File: config.mk
export PLATFORM = sky130hd
export DESIGN_NAME = can_mask_filter_compiler
export DESIGN_NICKNAME = d
export VERILOG_FILES = /design/src/sv/cmf_pkg.sv /design/src/sv/can_mask_filter_compiler.sv /design/src/sv/cmf_ram.sv
export SDC_FILE = /design/constraint.sdc
export NUM_CORES = 1
export LEC_CHECK = 0
export ABC_CLOCK_PERIOD_IN_PS = 7400
export BUFFER_PORTS_ARGS = -buffer_cell sky130_fd_sc_hd__clkbuf_2
export CAP_MARGIN = 20
export CORE_UTILIZATION = 50
export DETAILED_ROUTE_END_ITERATION = 6
export GPL_TIMING_DRIVEN = 0
export PLACE_DENSITY = 0.67
export SLEW_MARGIN = 25
export SYNTH_ARGS = -nofsm -noshare
export SYNTH_HDL_FRONTEND = slang
export SYNTH_SLANG_ARGS = --single-unit
File: constraint.sdc
create_clock -name clk -period 7.4 [get_ports clk]
set_input_delay 1.48 -clock clk [delete_from_list [all_inputs] [get_ports clk]]
set_output_delay 1.48 -clock clk [all_outputs]
set_load 0.02 [all_outputs]
File: src/sv/cmf_pkg.sv
// types, constants and helper functions of the mask filter compiler
// no dependencies
`timescale 1ns / 1ps
`default_nettype none

package cmf_pkg;

  localparam int BANKS  = 8;
  localparam int IDX_W  = (BANKS > 1) ? $clog2(BANKS) : 1;
  localparam int CNT_W  = $clog2(BANKS + 1);
  localparam int ID_W   = 11;
  localparam int BASE_W = 6;
  localparam int BIDX_W = 7;
  localparam int POP_W  = 4;

  typedef struct packed {
    logic            rule_active;
    logic [ID_W-1:0] rule_id;
    logic [ID_W-1:0] rule_mask;
    logic            rule_remote;
    logic            last_rule;
  } in_item_t;

  typedef struct packed {
    logic [BIDX_W-1:0] bank_index;
    logic [ID_W-1:0]   filter_id;
    logic [ID_W-1:0]   filter_mask;
    logic              filter_remote;
    logic              fallback_used;
    logic              last_bank;
  } out_item_t;

  typedef struct packed {
    logic [ID_W-1:0] id;
    logic [ID_W-1:0] mask;
    logic            remote;
  } slot_t;

  // true if o accepts everything that n accepts
  function automatic logic covers(slot_t o, slot_t n);
    return (o.remote == n.remote) && ((o.mask & ~n.mask) == '0) &&
           (((o.id ^ n.id) & o.mask) == '0);
  endfunction

  function automatic logic [ID_W-1:0] merged_mask(slot_t a, slot_t b);
    return a.mask & b.mask & ~(a.id ^ b.id);
  endfunction

  function automatic slot_t merge_into(slot_t a, slot_t b);
    slot_t r;
    r.mask   = merged_mask(a, b);
    r.id     = a.id & r.mask;
    r.remote = a.remote;
    return r;
  endfunction

  function automatic logic [POP_W-1:0] pop(logic [ID_W-1:0] v);
    logic [POP_W-1:0] n;
    n = '0;
    for (int k = 0; k < ID_W; k++) begin
      n = n + POP_W'(v[k]);
    end
    return n;
  endfunction

endpackage

`default_nettype wire

File: src/sv/can_mask_filter_compiler.sv
// top level of the receive rule to mask filter compiler
// uses cmf_pkg and cmf_ram (filter table)
// channel | ports                         | handshake
// in      | start, busy, in_item          | taken when start && !busy
// out     | out_valid, out_item           | one-cycle strobe, no back pressure
// cfg     | cfg_valid, cfg_ready, cfg_data| written when valid && ready
// each rule runs a sequencer over the filter table ram, one read per step:
// a scan of the stored entries, a compaction pass and a pair search;
// a last rule adds the bank output, one entry per bank.
// reset (rst_n low, synchronous) empties the table; table entries are not cleared
// results cannot be stalled; each bank entry follows its own table read
`timescale 1ns / 1ps
`default_nettype none

module can_mask_filter_compiler (
  input  wire logic                        clk,
  input  wire logic                        rst_n,
  input  wire logic                        start,
  output logic                             busy,
  input  wire cmf_pkg::in_item_t           in_item,
  output logic                             out_valid,
  output cmf_pkg::out_item_t               out_item,
  input  wire logic                        cfg_valid,
  output logic                             cfg_ready,
  input  wire logic [cmf_pkg::BASE_W-1:0]  cfg_data
);

  // sequencer states
  localparam logic [4:0] S_IDLE    = 5'd0;
  localparam logic [4:0] S_FINISH  = 5'd1;
  localparam logic [4:0] S_SCAN_RD = 5'd2;
  localparam logic [4:0] S_SCAN_EV = 5'd3;
  localparam logic [4:0] S_BEST_RD = 5'd4;
  localparam logic [4:0] S_BEST_EV = 5'd5;
  localparam logic [4:0] S_PA_RD   = 5'd6;
  localparam logic [4:0] S_PA_LD   = 5'd7;
  localparam logic [4:0] S_PB_RD   = 5'd8;
  localparam logic [4:0] S_PB_EV   = 5'd9;
  localparam logic [4:0] S_RM      = 5'd10;
  localparam logic [4:0] S_RM_WR   = 5'd11;
  localparam logic [4:0] S_CI_RD   = 5'd12;
  localparam logic [4:0] S_CI_LD   = 5'd13;
  localparam logic [4:0] S_CJ_RD   = 5'd14;
  localparam logic [4:0] S_CJ_EV   = 5'd15;
  localparam logic [4:0] S_EM_RD   = 5'd16;
  localparam logic [4:0] S_EM_OUT  = 5'd17;

  // where a removal returns to
  localparam logic [1:0] R_PAIR = 2'd0;
  localparam logic [1:0] R_CJ   = 2'd1;
  localparam logic [1:0] R_CI   = 2'd2;

  localparam int CW = cmf_pkg::CNT_W;
  localparam int IW = cmf_pkg::IDX_W;
  localparam logic [CW-1:0] BANKS_C = CW'(cmf_pkg::BANKS);

  logic [4:0]                   state_r, state_nxt;
  logic [cmf_pkg::BASE_W-1:0]   base_r, base_nxt;
  cmf_pkg::slot_t               rule_r, rule_nxt;
  logic                         last_r, last_nxt;
  logic [CW-1:0]                cnt_r, cnt_nxt;
  logic                         need_d_r, need_d_nxt;
  logic                         need_rm_r, need_rm_nxt;
  logic                         failed_r, failed_nxt;
  logic [CW-1:0]                i_r, i_nxt;
  logic [CW-1:0]                j_r, j_nxt;
  cmf_pkg::slot_t               a_r, a_nxt;
  logic                         found_r, found_nxt;
  logic [IW-1:0]                bl_r, bl_nxt;
  logic [IW-1:0]                br_r, br_nxt;
  logic [cmf_pkg::POP_W-1:0]    bs_r, bs_nxt;
  cmf_pkg::slot_t               ba_r, ba_nxt;
  cmf_pkg::slot_t               bb_r, bb_nxt;
  logic                         append_r, append_nxt;  // append rule after compaction
  logic [IW-1:0]                rmk_r, rmk_nxt;
  logic [1:0]                   rmret_r, rmret_nxt;
  logic                         fb_r, fb_nxt;
  logic                         nd_r, nd_nxt;
  logic [CW-1:0]                n_r, n_nxt;
  logic [IW-1:0]                ei_r, ei_nxt;
  logic [IW-1:0]                ek_r, ek_nxt;
  logic                         ov_r, ov_nxt;
  cmf_pkg::out_item_t           oi_r, oi_nxt;

  // ram port
  logic                         we;
  logic [IW-1:0]                waddr;
  cmf_pkg::slot_t               wdata;
  logic [IW-1:0]                raddr;
  cmf_pkg::slot_t               rdata;

  logic [CW-1:0]                cnt_dec;
  logic [cmf_pkg::POP_W-1:0]    score;

  cmf_ram #(
    .WIDTH ($bits(cmf_pkg::slot_t)),
    .DEPTH (cmf_pkg::BANKS)
  ) u_table (
    .clk   (clk),
    .we    (we),
    .waddr (waddr),
    .wdata (wdata),
    .raddr (raddr),
    .rdata (rdata)
  );

  assign busy      = (state_r != S_IDLE);
  assign cfg_ready = 1'b1;
  assign out_valid = ov_r;
  assign out_item  = oi_r;
  assign cnt_dec   = cnt_r - CW'(1);

  always_comb begin
    state_nxt   = state_r;
    base_nxt    = base_r;
    rule_nxt    = rule_r;
    last_nxt    = last_r;
    cnt_nxt     = cnt_r;
    need_d_nxt  = need_d_r;
    need_rm_nxt = need_rm_r;
    failed_nxt  = failed_r;
    i_nxt       = i_r;
    j_nxt       = j_r;
    a_nxt       = a_r;
    found_nxt   = found_r;
    bl_nxt      = bl_r;
    br_nxt      = br_r;
    bs_nxt      = bs_r;
    ba_nxt      = ba_r;
    bb_nxt      = bb_r;
    append_nxt  = append_r;
    rmk_nxt     = rmk_r;
    rmret_nxt   = rmret_r;
    fb_nxt      = fb_r;
    nd_nxt      = nd_r;
    n_nxt       = n_r;
    ei_nxt      = ei_r;
    ek_nxt      = ek_r;
    ov_nxt      = 1'b0;
    oi_nxt      = oi_r;
    we          = 1'b0;
    waddr       = '0;
    wdata       = rule_r;
    raddr       = '0;
    score       = '0;

    if (cfg_valid && cfg_ready) begin
      base_nxt = cfg_data;
    end

    case (state_r)
      S_IDLE: begin
        if (start) begin
          rule_nxt.id     = in_item.rule_id;
          rule_nxt.mask   = in_item.rule_mask;
          rule_nxt.remote = in_item.rule_remote;
          last_nxt        = in_item.last_rule;
          j_nxt           = '0;
          state_nxt       = S_FINISH;
          if (in_item.rule_active) begin
            if (in_item.rule_remote) begin
              need_rm_nxt = 1'b1;
            end else begin
              need_d_nxt = 1'b1;
            end
            if (!failed_r) begin
              state_nxt = S_SCAN_RD;
            end
          end
        end
      end

      S_FINISH: begin
        if (last_r) begin
          // fallback when compilation failed or nothing was compiled
          fb_nxt = failed_r || (cnt_r == '0);
          nd_nxt = need_d_r || !need_rm_r;
          if (failed_r || (cnt_r == '0)) begin
            n_nxt = CW'(need_d_r || !need_rm_r) + CW'(need_rm_r);
          end else begin
            n_nxt = cnt_r;
          end
          ei_nxt    = '0;
          ek_nxt    = '0;
          state_nxt = S_EM_RD;
        end else begin
          state_nxt = S_IDLE;
        end
      end

      // covered / covering scan
      S_SCAN_RD: begin
        if (j_r < cnt_r) begin
          raddr     = j_r[IW-1:0];
          state_nxt = S_SCAN_EV;
        end else if (cnt_r < BANKS_C) begin
          we        = 1'b1;
          waddr     = cnt_r[IW-1:0];
          cnt_nxt   = cnt_r + CW'(1);
          state_nxt = S_FINISH;
        end else begin
          j_nxt     = '0;
          found_nxt = 1'b0;
          state_nxt = S_BEST_RD;
        end
      end

      S_SCAN_EV: begin
        if (cmf_pkg::covers(rdata, rule_r)) begin
          state_nxt = S_FINISH;
        end else if (cmf_pkg::covers(rule_r, rdata)) begin
          we         = 1'b1;
          waddr      = j_r[IW-1:0];
          i_nxt      = '0;
          append_nxt = 1'b0;
          state_nxt  = S_CI_RD;
        end else begin
          j_nxt     = j_r + CW'(1);
          state_nxt = S_SCAN_RD;
        end
      end

      // table full: best same-type filter for the rule
      S_BEST_RD: begin
        if (j_r < cnt_r) begin
          raddr     = j_r[IW-1:0];
          state_nxt = S_BEST_EV;
        end else if (found_r) begin
          we         = 1'b1;
          waddr      = bl_r;
          wdata      = cmf_pkg::merge_into(ba_r, rule_r);
          i_nxt      = '0;
          append_nxt = 1'b0;
          state_nxt  = S_CI_RD;
        end else begin
          i_nxt     = '0;
          state_nxt = S_PA_RD;
        end
      end

      S_BEST_EV: begin
        score = cmf_pkg::pop(cmf_pkg::merged_mask(rdata, rule_r));
        if ((rdata.remote == rule_r.remote) && (!found_r || (score > bs_r))) begin
          found_nxt = 1'b1;
          bl_nxt    = j_r[IW-1:0];
          bs_nxt    = score;
          ba_nxt    = rdata;
        end
        j_nxt     = j_r + CW'(1);
        state_nxt = S_BEST_RD;
      end

      // best same-type pair of filters
      S_PA_RD: begin
        if (i_r < cnt_r) begin
          raddr     = i_r[IW-1:0];
          j_nxt     = i_r + CW'(1);
          state_nxt = S_PA_LD;
        end else if (found_r) begin
          we        = 1'b1;
          waddr     = bl_r;
          wdata     = cmf_pkg::merge_into(ba_r, bb_r);
          rmk_nxt   = br_r;
          rmret_nxt = R_PAIR;
          state_nxt = S_RM;
        end else begin
          failed_nxt = 1'b1;
          state_nxt  = S_FINISH;
        end
      end

      S_PA_LD: begin
        a_nxt     = rdata;
        state_nxt = S_PB_RD;
      end

      S_PB_RD: begin
        if (j_r < cnt_r) begin
          raddr     = j_r[IW-1:0];
          state_nxt = S_PB_EV;
        end else begin
          i_nxt     = i_r + CW'(1);
          state_nxt = S_PA_RD;
        end
      end

      S_PB_EV: begin
        score = cmf_pkg::pop(cmf_pkg::merged_mask(a_r, rdata));
        if ((a_r.remote == rdata.remote) && (!found_r || (score > bs_r))) begin
          found_nxt = 1'b1;
          bl_nxt    = i_r[IW-1:0];
          br_nxt    = j_r[IW-1:0];
          bs_nxt    = score;
          ba_nxt    = a_r;
          bb_nxt    = rdata;
        end
        j_nxt     = j_r + CW'(1);
        state_nxt = S_PB_RD;
      end

      // remove entry rmk: last entry moves into its place
      S_RM: begin
        cnt_nxt = cnt_dec;
        if (CW'(rmk_r) != cnt_dec) begin
          raddr     = cnt_dec[IW-1:0];
          state_nxt = S_RM_WR;
        end else begin
          state_nxt = S_RM_WR;
        end
      end

      S_RM_WR: begin
        if (CW'(rmk_r) != cnt_r) begin
          we    = 1'b1;
          waddr = rmk_r;
          wdata = rdata;
        end
        case (rmret_r)
          R_PAIR: begin
            i_nxt      = '0;
            append_nxt = 1'b1;
            state_nxt  = S_CI_RD;
          end
          R_CJ:    state_nxt = S_CJ_RD;
          R_CI:    state_nxt = S_CI_RD;
          default: state_nxt = S_CI_RD;
        endcase
      end

      // compaction pass
      S_CI_RD: begin
        if (i_r < cnt_r) begin
          raddr     = i_r[IW-1:0];
          j_nxt     = i_r + CW'(1);
          state_nxt = S_CI_LD;
        end else begin
          if (append_r) begin
            we      = 1'b1;
            waddr   = cnt_r[IW-1:0];
            cnt_nxt = cnt_r + CW'(1);
          end
          state_nxt = S_FINISH;
        end
      end

      S_CI_LD: begin
        a_nxt     = rdata;
        state_nxt = S_CJ_RD;
      end

      S_CJ_RD: begin
        if (j_r < cnt_r) begin
          raddr     = j_r[IW-1:0];
          state_nxt = S_CJ_EV;
        end else begin
          i_nxt     = i_r + CW'(1);
          state_nxt = S_CI_RD;
        end
      end

      S_CJ_EV: begin
        if (cmf_pkg::covers(a_r, rdata)) begin
          rmk_nxt   = j_r[IW-1:0];
          rmret_nxt = R_CJ;
          state_nxt = S_RM;
        end else if (cmf_pkg::covers(rdata, a_r)) begin
          rmk_nxt   = i_r[IW-1:0];
          rmret_nxt = R_CI;
          state_nxt = S_RM;
        end else begin
          j_nxt     = j_r + CW'(1);
          state_nxt = S_CJ_RD;
        end
      end

      // bank output, cycling through the filters
      S_EM_RD: begin
        raddr     = ek_r;
        state_nxt = S_EM_OUT;
      end

      S_EM_OUT: begin
        ov_nxt               = 1'b1;
        oi_nxt.bank_index    = cmf_pkg::BIDX_W'(base_r) + cmf_pkg::BIDX_W'(ei_r);
        oi_nxt.fallback_used = fb_r;
        oi_nxt.last_bank     = (ei_r == IW'(cmf_pkg::BANKS - 1));
        if (fb_r) begin
          oi_nxt.filter_id     = '0;
          oi_nxt.filter_mask   = '0;
          oi_nxt.filter_remote = (ek_r != '0) || !nd_r;
        end else begin
          oi_nxt.filter_id     = rdata.id;
          oi_nxt.filter_mask   = rdata.mask;
          oi_nxt.filter_remote = rdata.remote;
        end
        if (CW'(ek_r) + CW'(1) == n_r) begin
          ek_nxt = '0;
        end else begin
          ek_nxt = ek_r + IW'(1);
        end
        ei_nxt = ei_r + IW'(1);
        if (ei_r == IW'(cmf_pkg::BANKS - 1)) begin
          // start a new, empty rule set
          cnt_nxt     = '0;
          need_d_nxt  = 1'b0;
          need_rm_nxt = 1'b0;
          failed_nxt  = 1'b0;
          state_nxt   = S_IDLE;
        end else begin
          state_nxt = S_EM_RD;
        end
      end

      default: state_nxt = S_IDLE;
    endcase
  end

  // control state
  always_ff @(posedge clk) begin
    if (!rst_n) begin
      state_r   <= S_IDLE;
      base_r    <= '0;
      cnt_r     <= '0;
      need_d_r  <= 1'b0;
      need_rm_r <= 1'b0;
      failed_r  <= 1'b0;
      ov_r      <= 1'b0;
    end else begin
      state_r   <= state_nxt;
      base_r    <= base_nxt;
      cnt_r     <= cnt_nxt;
      need_d_r  <= need_d_nxt;
      need_rm_r <= need_rm_nxt;
      failed_r  <= failed_nxt;
      ov_r      <= ov_nxt;
    end
  end

  // working registers
  always_ff @(posedge clk) begin
    rule_r   <= rule_nxt;
    last_r   <= last_nxt;
    i_r      <= i_nxt;
    j_r      <= j_nxt;
    a_r      <= a_nxt;
    found_r  <= found_nxt;
    bl_r     <= bl_nxt;
    br_r     <= br_nxt;
    bs_r     <= bs_nxt;
    ba_r     <= ba_nxt;
    bb_r     <= bb_nxt;
    append_r <= append_nxt;
    rmk_r    <= rmk_nxt;
    rmret_r  <= rmret_nxt;
    fb_r     <= fb_nxt;
    nd_r     <= nd_nxt;
    n_r      <= n_nxt;
    ei_r     <= ei_nxt;
    ek_r     <= ek_nxt;
    oi_r     <= oi_nxt;
  end

endmodule

`default_nettype wire

File: src/sv/cmf_ram.sv
// generic single write, single read ram with registered read data
// no dependencies
`timescale 1ns / 1ps
`default_nettype none

module cmf_ram #(
  parameter int WIDTH = 8,
  parameter int DEPTH = 8
) (
  input  wire logic                     clk,
  input  wire logic                     we,
  input  wire logic [$clog2(DEPTH)-1:0] waddr,
  input  wire logic [WIDTH-1:0]         wdata,
  input  wire logic [$clog2(DEPTH)-1:0] raddr,
  output logic      [WIDTH-1:0]         rdata
);

  logic [WIDTH-1:0] mem [DEPTH];

  always_ff @(posedge clk) begin
    if (we) begin
      mem[waddr] <= wdata;
    end
    rdata <= mem[raddr];
  end

endmodule

`default_nettype wire

-- After elaboration in Yosys (flattened, before gate mapping)
Memory sizes are Yosys's and may differ from the RTL's. A register that Yosys moved wholly into a read port is not among the register bits.
Cells that the tools add are included.
- $add $sub $neg: 29
- order comparisons: 5
- equal/unequal tests: 53
- mux-type cells: 124
- bitwise logic cells: 29
- reduce and logical (&&, ||, !) cells: 61
- operators with widths (operator ; number):
    11-bit bitwise AND ; 18
    23-bit two-way mux ; 7
    4-bit two-way mux ; 29
    11-bit zero test ; 8
    5-bit one-hot mux with 17 select lines ; 1
    11-bit NOT ; 7
    3-bit two-way mux ; 25
    23-bit one-hot mux with 3 select lines ; 1
    4-bit by 1-bit adder with 4-bit output ; 14
    2-bit inequality test, second input constant ; 24
    23-bit one-hot mux with 2 select lines ; 1
    11-bit XOR ; 4
    5-bit by 4-bit == test with 1-bit output, second input constant ; 8
    1-bit two-way mux ; 32
    4-bit one-hot mux with 4 select lines ; 2
    3-bit one-hot mux with 2 select lines ; 4
    4-bit one-hot mux with 6 select lines ; 1
    5-bit by 3-bit == test with 1-bit output, second input constant ; 4
    3-bit one-hot mux with 6 select lines ; 1
    6-bit AND reduction ; 3
    2-bit two-way mux ; 8
    5-bit two-way mux ; 3
    5-bit AND reduction ; 3
    4-bit by 1-bit adder with 4-bit output, second input constant ; 3
    other kinds (43) ; 90
- register bits after elaboration: 180
- bits in writable memories: 184
- logic and storage cells: 341
- memories kept: 1
- memory list (name ; words ; bits a word ; rd ports ; clocked after memory_dff ; write ports ; RTL line ; RTL):
    u_table.mem ; 8 ; 23 ; 1 ; 1 ; 1 ; cmf_ram.sv:18 ; logic [WIDTH-1:0] mem [DEPTH];

-- Longest topological paths before layout
- depth after elaboration: 18
- depth in mapped cells: 21
- depth with buffers taken out: 20

-- Cells and area by module
Synthesis repeated with hierarchy kept, for this count alone.
- cell total of the unflattened synthesis: 1282
- area, all modules: 18097.4 um^2
- by module, submodules not included (module ; instances ; cells an instance ; area each (um^2) ; sequential area each (um^2)):
    can_mask_filter_compiler ; 1 ; 981 ; 10531.4 ; 5215.0
    cmf_ram ; 1 ; 301 ; 7566.0 ; 5985.7

-- Least setup slack after synthesis
Ideal clock, no wire load.
- kind: reg-to-reg
- start point: reg u_table.rdata[21] (read register of u_table.mem)
- end point: reg ba_r[0] (netlist name), enable pin
- arrival time: 5.549 ns
- slack: 1.434 ns
- stages on the path, launching flop included: 20
- period minus slack after synthesis: 5.966 ns
- cells stage by stage: dfxtp_1 -> xor2_1 -> nor2_1 -> fa_1 -> inv_1 -> fa_1 -> inv_1 -> fa_1 -> inv_1 -> fa_1 -> fa_1 -> inv_1 -> ha_1 -> nor2b_1 -> o21ai_0 -> a21oi_1 -> o21ai_0 -> a22oi_1 -> nor3_1 -> nor2_1
- longest elaborated chain between the ends: 10
- RTL lines (element ; RTL line ; RTL):
    start, declared ; cmf_ram.sv:15 ; output logic [WIDTH-1:0] rdata
    11-bit XOR ; cmf_pkg.sv:46 ; return a.mask & b.mask & ~(a.id ^ b.id);
    11-bit NOT ; cmf_pkg.sv:46 ;
    11-bit bitwise AND ; cmf_pkg.sv:46 ;
    4-bit by 1-bit adder with 4-bit output (2 in series) ; cmf_pkg.sv:61 ; n = n + POP_W'(v[k]);
    4-bit > comparator (on tied branches) ; can_mask_filter_compiler.sv:289, can_mask_filter_compiler.sv:243 ;
    1-bit logical OR (on tied branches) ; can_mask_filter_compiler.sv:289, can_mask_filter_compiler.sv:243 ;
    1-bit logical AND (on tied branches) ; can_mask_filter_compiler.sv:289, can_mask_filter_compiler.sv:243 ;
    2-bit inequality test (no source line) ; n/a ;
    3-bit AND reduction (no source line) (*) ; n/a ;
    end signal, assigned ; can_mask_filter_compiler.sv:450 ; ba_r <= ba_nxt;
    end, declared ; can_mask_filter_compiler.sv:72 ; cmf_pkg::slot_t ba_r, ba_nxt;
Mark *: on every way between the ends. The rest lies on a longest branch, timed or not.
A chain may end at the register's enable or synchronous reset.

-- Final worst setup path
- start point: reg u_table.rdata[19] (read register of u_table.mem)
- end point: reg bs_r[1] (netlist name), enable pin
- longest elaborated chain between the ends: 12
- RTL lines (element ; RTL line ; RTL):
    11-bit XOR ; cmf_pkg.sv:46 ;
    11-bit NOT ; cmf_pkg.sv:46 ;
    11-bit bitwise AND ; cmf_pkg.sv:46 ;
    4-bit by 1-bit adder with 4-bit output (4 in series) ; cmf_pkg.sv:61 ;
    4-bit > comparator (on tied branches) ; can_mask_filter_compiler.sv:289, can_mask_filter_compiler.sv:243 ;
    1-bit logical OR (on tied branches) ; can_mask_filter_compiler.sv:289, can_mask_filter_compiler.sv:243 ;
    1-bit logical AND (on tied branches) ; can_mask_filter_compiler.sv:289, can_mask_filter_compiler.sv:243 ;
    2-bit inequality test (no source line) ; n/a ;
    3-bit AND reduction (no source line) (*) ; n/a ;
    end signal, assigned ; can_mask_filter_compiler.sv:449 ; bs_r <= bs_nxt;
    end, declared ; can_mask_filter_compiler.sv:71 ; logic [cmf_pkg::POP_W-1:0] bs_r, bs_nxt;
Marked as above.

==> results_dict.tcl <==
set metrics [dict create \
    end_kind "flip-flop" \
    viasPerCell 6.16 \
    cap_violations 0 \
    firstDrtPassIters 7 \
    power_density_mw_per_mm2 379 \
    holdBufCountCts 0 \
    via_count 12700 \
    syn_avg_cell_area_um2 12.6 \
    cts_root_buf "clkbuf_16" \
    violations "DRC" \
    synthTopCellsByArea "edfxtp_1 57%, dfxtp_1 4.6%, a2111oi_0 2.4%, nand2_1 2.3%, and4_1 2.0%" \
    diodes 0 \
    synth-edff-count 345 \
    nets 1646 \
    fin_crit_sh_pct 86.7 \
    ys_types 74 \
    synth_top_area_share_pct 57.2 \
    cts_tree "yes" \
    path_clk_slew_ns 0.06 \
    post-cts-setup-buffers 0 \
    fin_total_pwr_mw 7.86 \
    fmax_ghz 0.156 \
    io_pins 70 \
    rows 69 \
    min_from "j_r[0]" \
    htreeDepth 2 \
    dieArea_mm2 0.0370 \
    hpwlAfterDp_um 36900 \
    yosys.area.top_type "edfxtp_1" \
    final_area_mm2 0.0207 \
    grt-ovfl-total 0 \
    grt_pass1_wl_um 76500 \
    yosysSeqAreaShare_pct 61.8 \
    syn_area_mm2 0.0181 \
    slew_viol_final 0 \
    stdcell_count 2061 \
    path_class "reg -> reg" \
    initial_core_util_pct 50.8 \
    hold_viol 0 \
    place.gp.congestion 0.966 \
    fp.dieH_um 192 \
    clk_latency_ns 0.59 \
    cts_resized 0 \
    ys_ff_latch 387 \
    syn_to_final_growth_pct 14.5 \
    ant_nets 0 \
    crit_start "u_table.rdata[19]" \
    skew_ns 0.0319 \
    max-vdd-ir-drop_mv 0.204 \
    post_dp_cell_area_mm2 0.0194 \
    die-width_um 192 \
    syn-num-nets 1513 \
    async_flop_share_pct 0 \
    core_mm2 0.0357 \
    drt-total-wl_um 50700 \
    hp-class "reg -> reg" \
    fillCellCount 2874 \
    grt_pass1_vias 12600 \
    synthesis.instances 1435 \
    wire_per_inst_um 24.6 \
    port-buffer-count 67 \
    cp.required_ns 7.67 \
    track_usage_pct 28.2 \
    dp_cells 1985 \
    ys_warn_count 0 \
    antenna_found_initial 0 \
    numCtsBuffers 42 \
    p_leak_nw 7.37 \
    cp_max_fo 17 \
    r2r_start "u_table.rdata[19]" \
    rsz0062_at_grt "no" \
    drive_gt1_share_pct 14.6 \
    cts.path.max_buffers 3 \
    ys_top_cells_by_count "345 x edfxtp_1, 109 x nand2_1, 74 x inv_1, 67 x nor2_1, 56 x and2_1" \
    tightest_slew_ns 1.09 \
    cp-start-kind "flip-flop" \
    utilization_pct 58.2 \
    synth.most_common_cell "edfxtp_1" \
    setup_violations 0 \
    drc 22 \
    arrival_ns 6.68 \
    outcome "finished, violations left" \
    synth-main-ff-cell "edfxtp_1" \
    drt_iter0_drc 1226 \
    grt_max_degree 27 \
    clkSinkCount 387 \
    slew_headroom_pct 26.5 \
    fin_crit_ns 6.42 \
]
power breakdown:
part	switching (mW)	leakage [nW]	internal [mW]
registers	0.367	3.48	2.85
clock network	0.875	0.674	1.23
logic	1.66	3.22	0.879
total	2.90	7.37	4.96
area by class of cell:
class,instances,area [um^2],share of cell area [%]
sequential,387,11200,54.0
multi-input combinational,896,6310,30.4
clock buffer,50,1080,5.21
timing repair buffer,89,581,2.80
tap,461,577,2.78
buffer,75,399,1.92
clock inverter,26,304,1.47
inverter,77,289,1.39
layer usage:
metal	part of all wire, %	track usage (%)
met1	42	38.4
met2	47	45.7
met3	8.1	4.29
met4	3.0	10.1
met5	0	0
worst paths after layout:
| kind | to | slack [ns] | cells after the start |
|---|---|---|---|
| worst min register to register | br_r[0] | 0.48 | 0 |
| worst min-delay path | br_r[0] | 0.48 | 0 |
| worst max-delay path | bs_r[1] | 0.98 | 20 |
| worst max register to register | bs_r[1] | 0.98 | 20 |
critical path, cell delays in order, from the launching register on:
cell and delay [ns]:
dfxtp_1 0.67, xor2_1 0.36, nor3_1 0.12, fa_1 0.52, inv_1 0.05, fa_1 0.53
inv_1 0.05, fa_1 0.47, inv_1 0.05, fa_1 0.42, fa_1 0.45, xor2_1 0.25
ha_1 0.29, nand4_1 0.07, o21ai_0 0.08, a21oi_1 0.35, o21ai_0 0.28, a22oi_1 0.25
nor3_1 0.10, nor2_4 0.48, buf_16 0.23
kinds of logic (layout without fill, tap and decap cells):
kind of cell / Yosys count / after routing / share of synthesized area (%)
mux: 33 / 33 / 1.99
other cells: 1 / 1 / 0.0207
simple gates: 472 / 472 / 14.3
xor+xnor: 69 / 69 / 3.50
fa+ha+maj: 43 / 43 / 3.59
compound gates: 278 / 278 / 11.0
buf+inv: 152 / 317 / 3.79
flops: 387 / 387 / 61.8
sequential cells by signal (all words and copies together) (netlist names), 4 cells and up:
register	count
out_item	32
bb_r	22
state_r	5
n_r	4
j_r	4
cnt_r	4
bs_r	4
i_r	4
u_table.mem	184
base_r	6
a_r	23
rule_r	23
ba_r	23
u_table.rdata	23
cell usage in the layout, fill, tap and decap left out, drive strengths merged, types with 5 or more instances in the layout:
cell type and instances:
mux2 24, buf 52, a31oi 17, dfxtp 42
nor2 68, nor3b 7, nand4 13, a222oi 8
nand2b 13, or3 9, xnor2 34, nor2b 35
fa 15, edfxtp 345, inv 79, mux2i 9
a2111oi 49, nand3 25, nor4 30, a221o 8
nand2 110, o21ai 55, and4 43, o22ai 9
and2 78, nor3 26, a21o 5, a22oi 30
a21oi 31, a211oi 24, xor2 33, o211ai 9
clkbuf 162, bufinv 5, ha 28, clkinv 18
and3 6
through the flow:
stage               setup slack (ns)  TNS (ns)  hold slack (ns)
floorplan                       1.43         0            0.424
global placement              -0.472    -14.09            0.473
detailed placement             0.966         0            0.466
CTS                            0.959         0            0.480
global route                   0.670         0            0.501
finish                         0.984         0            0.485
No activity file was read; power rests on OpenSTA's default activity.
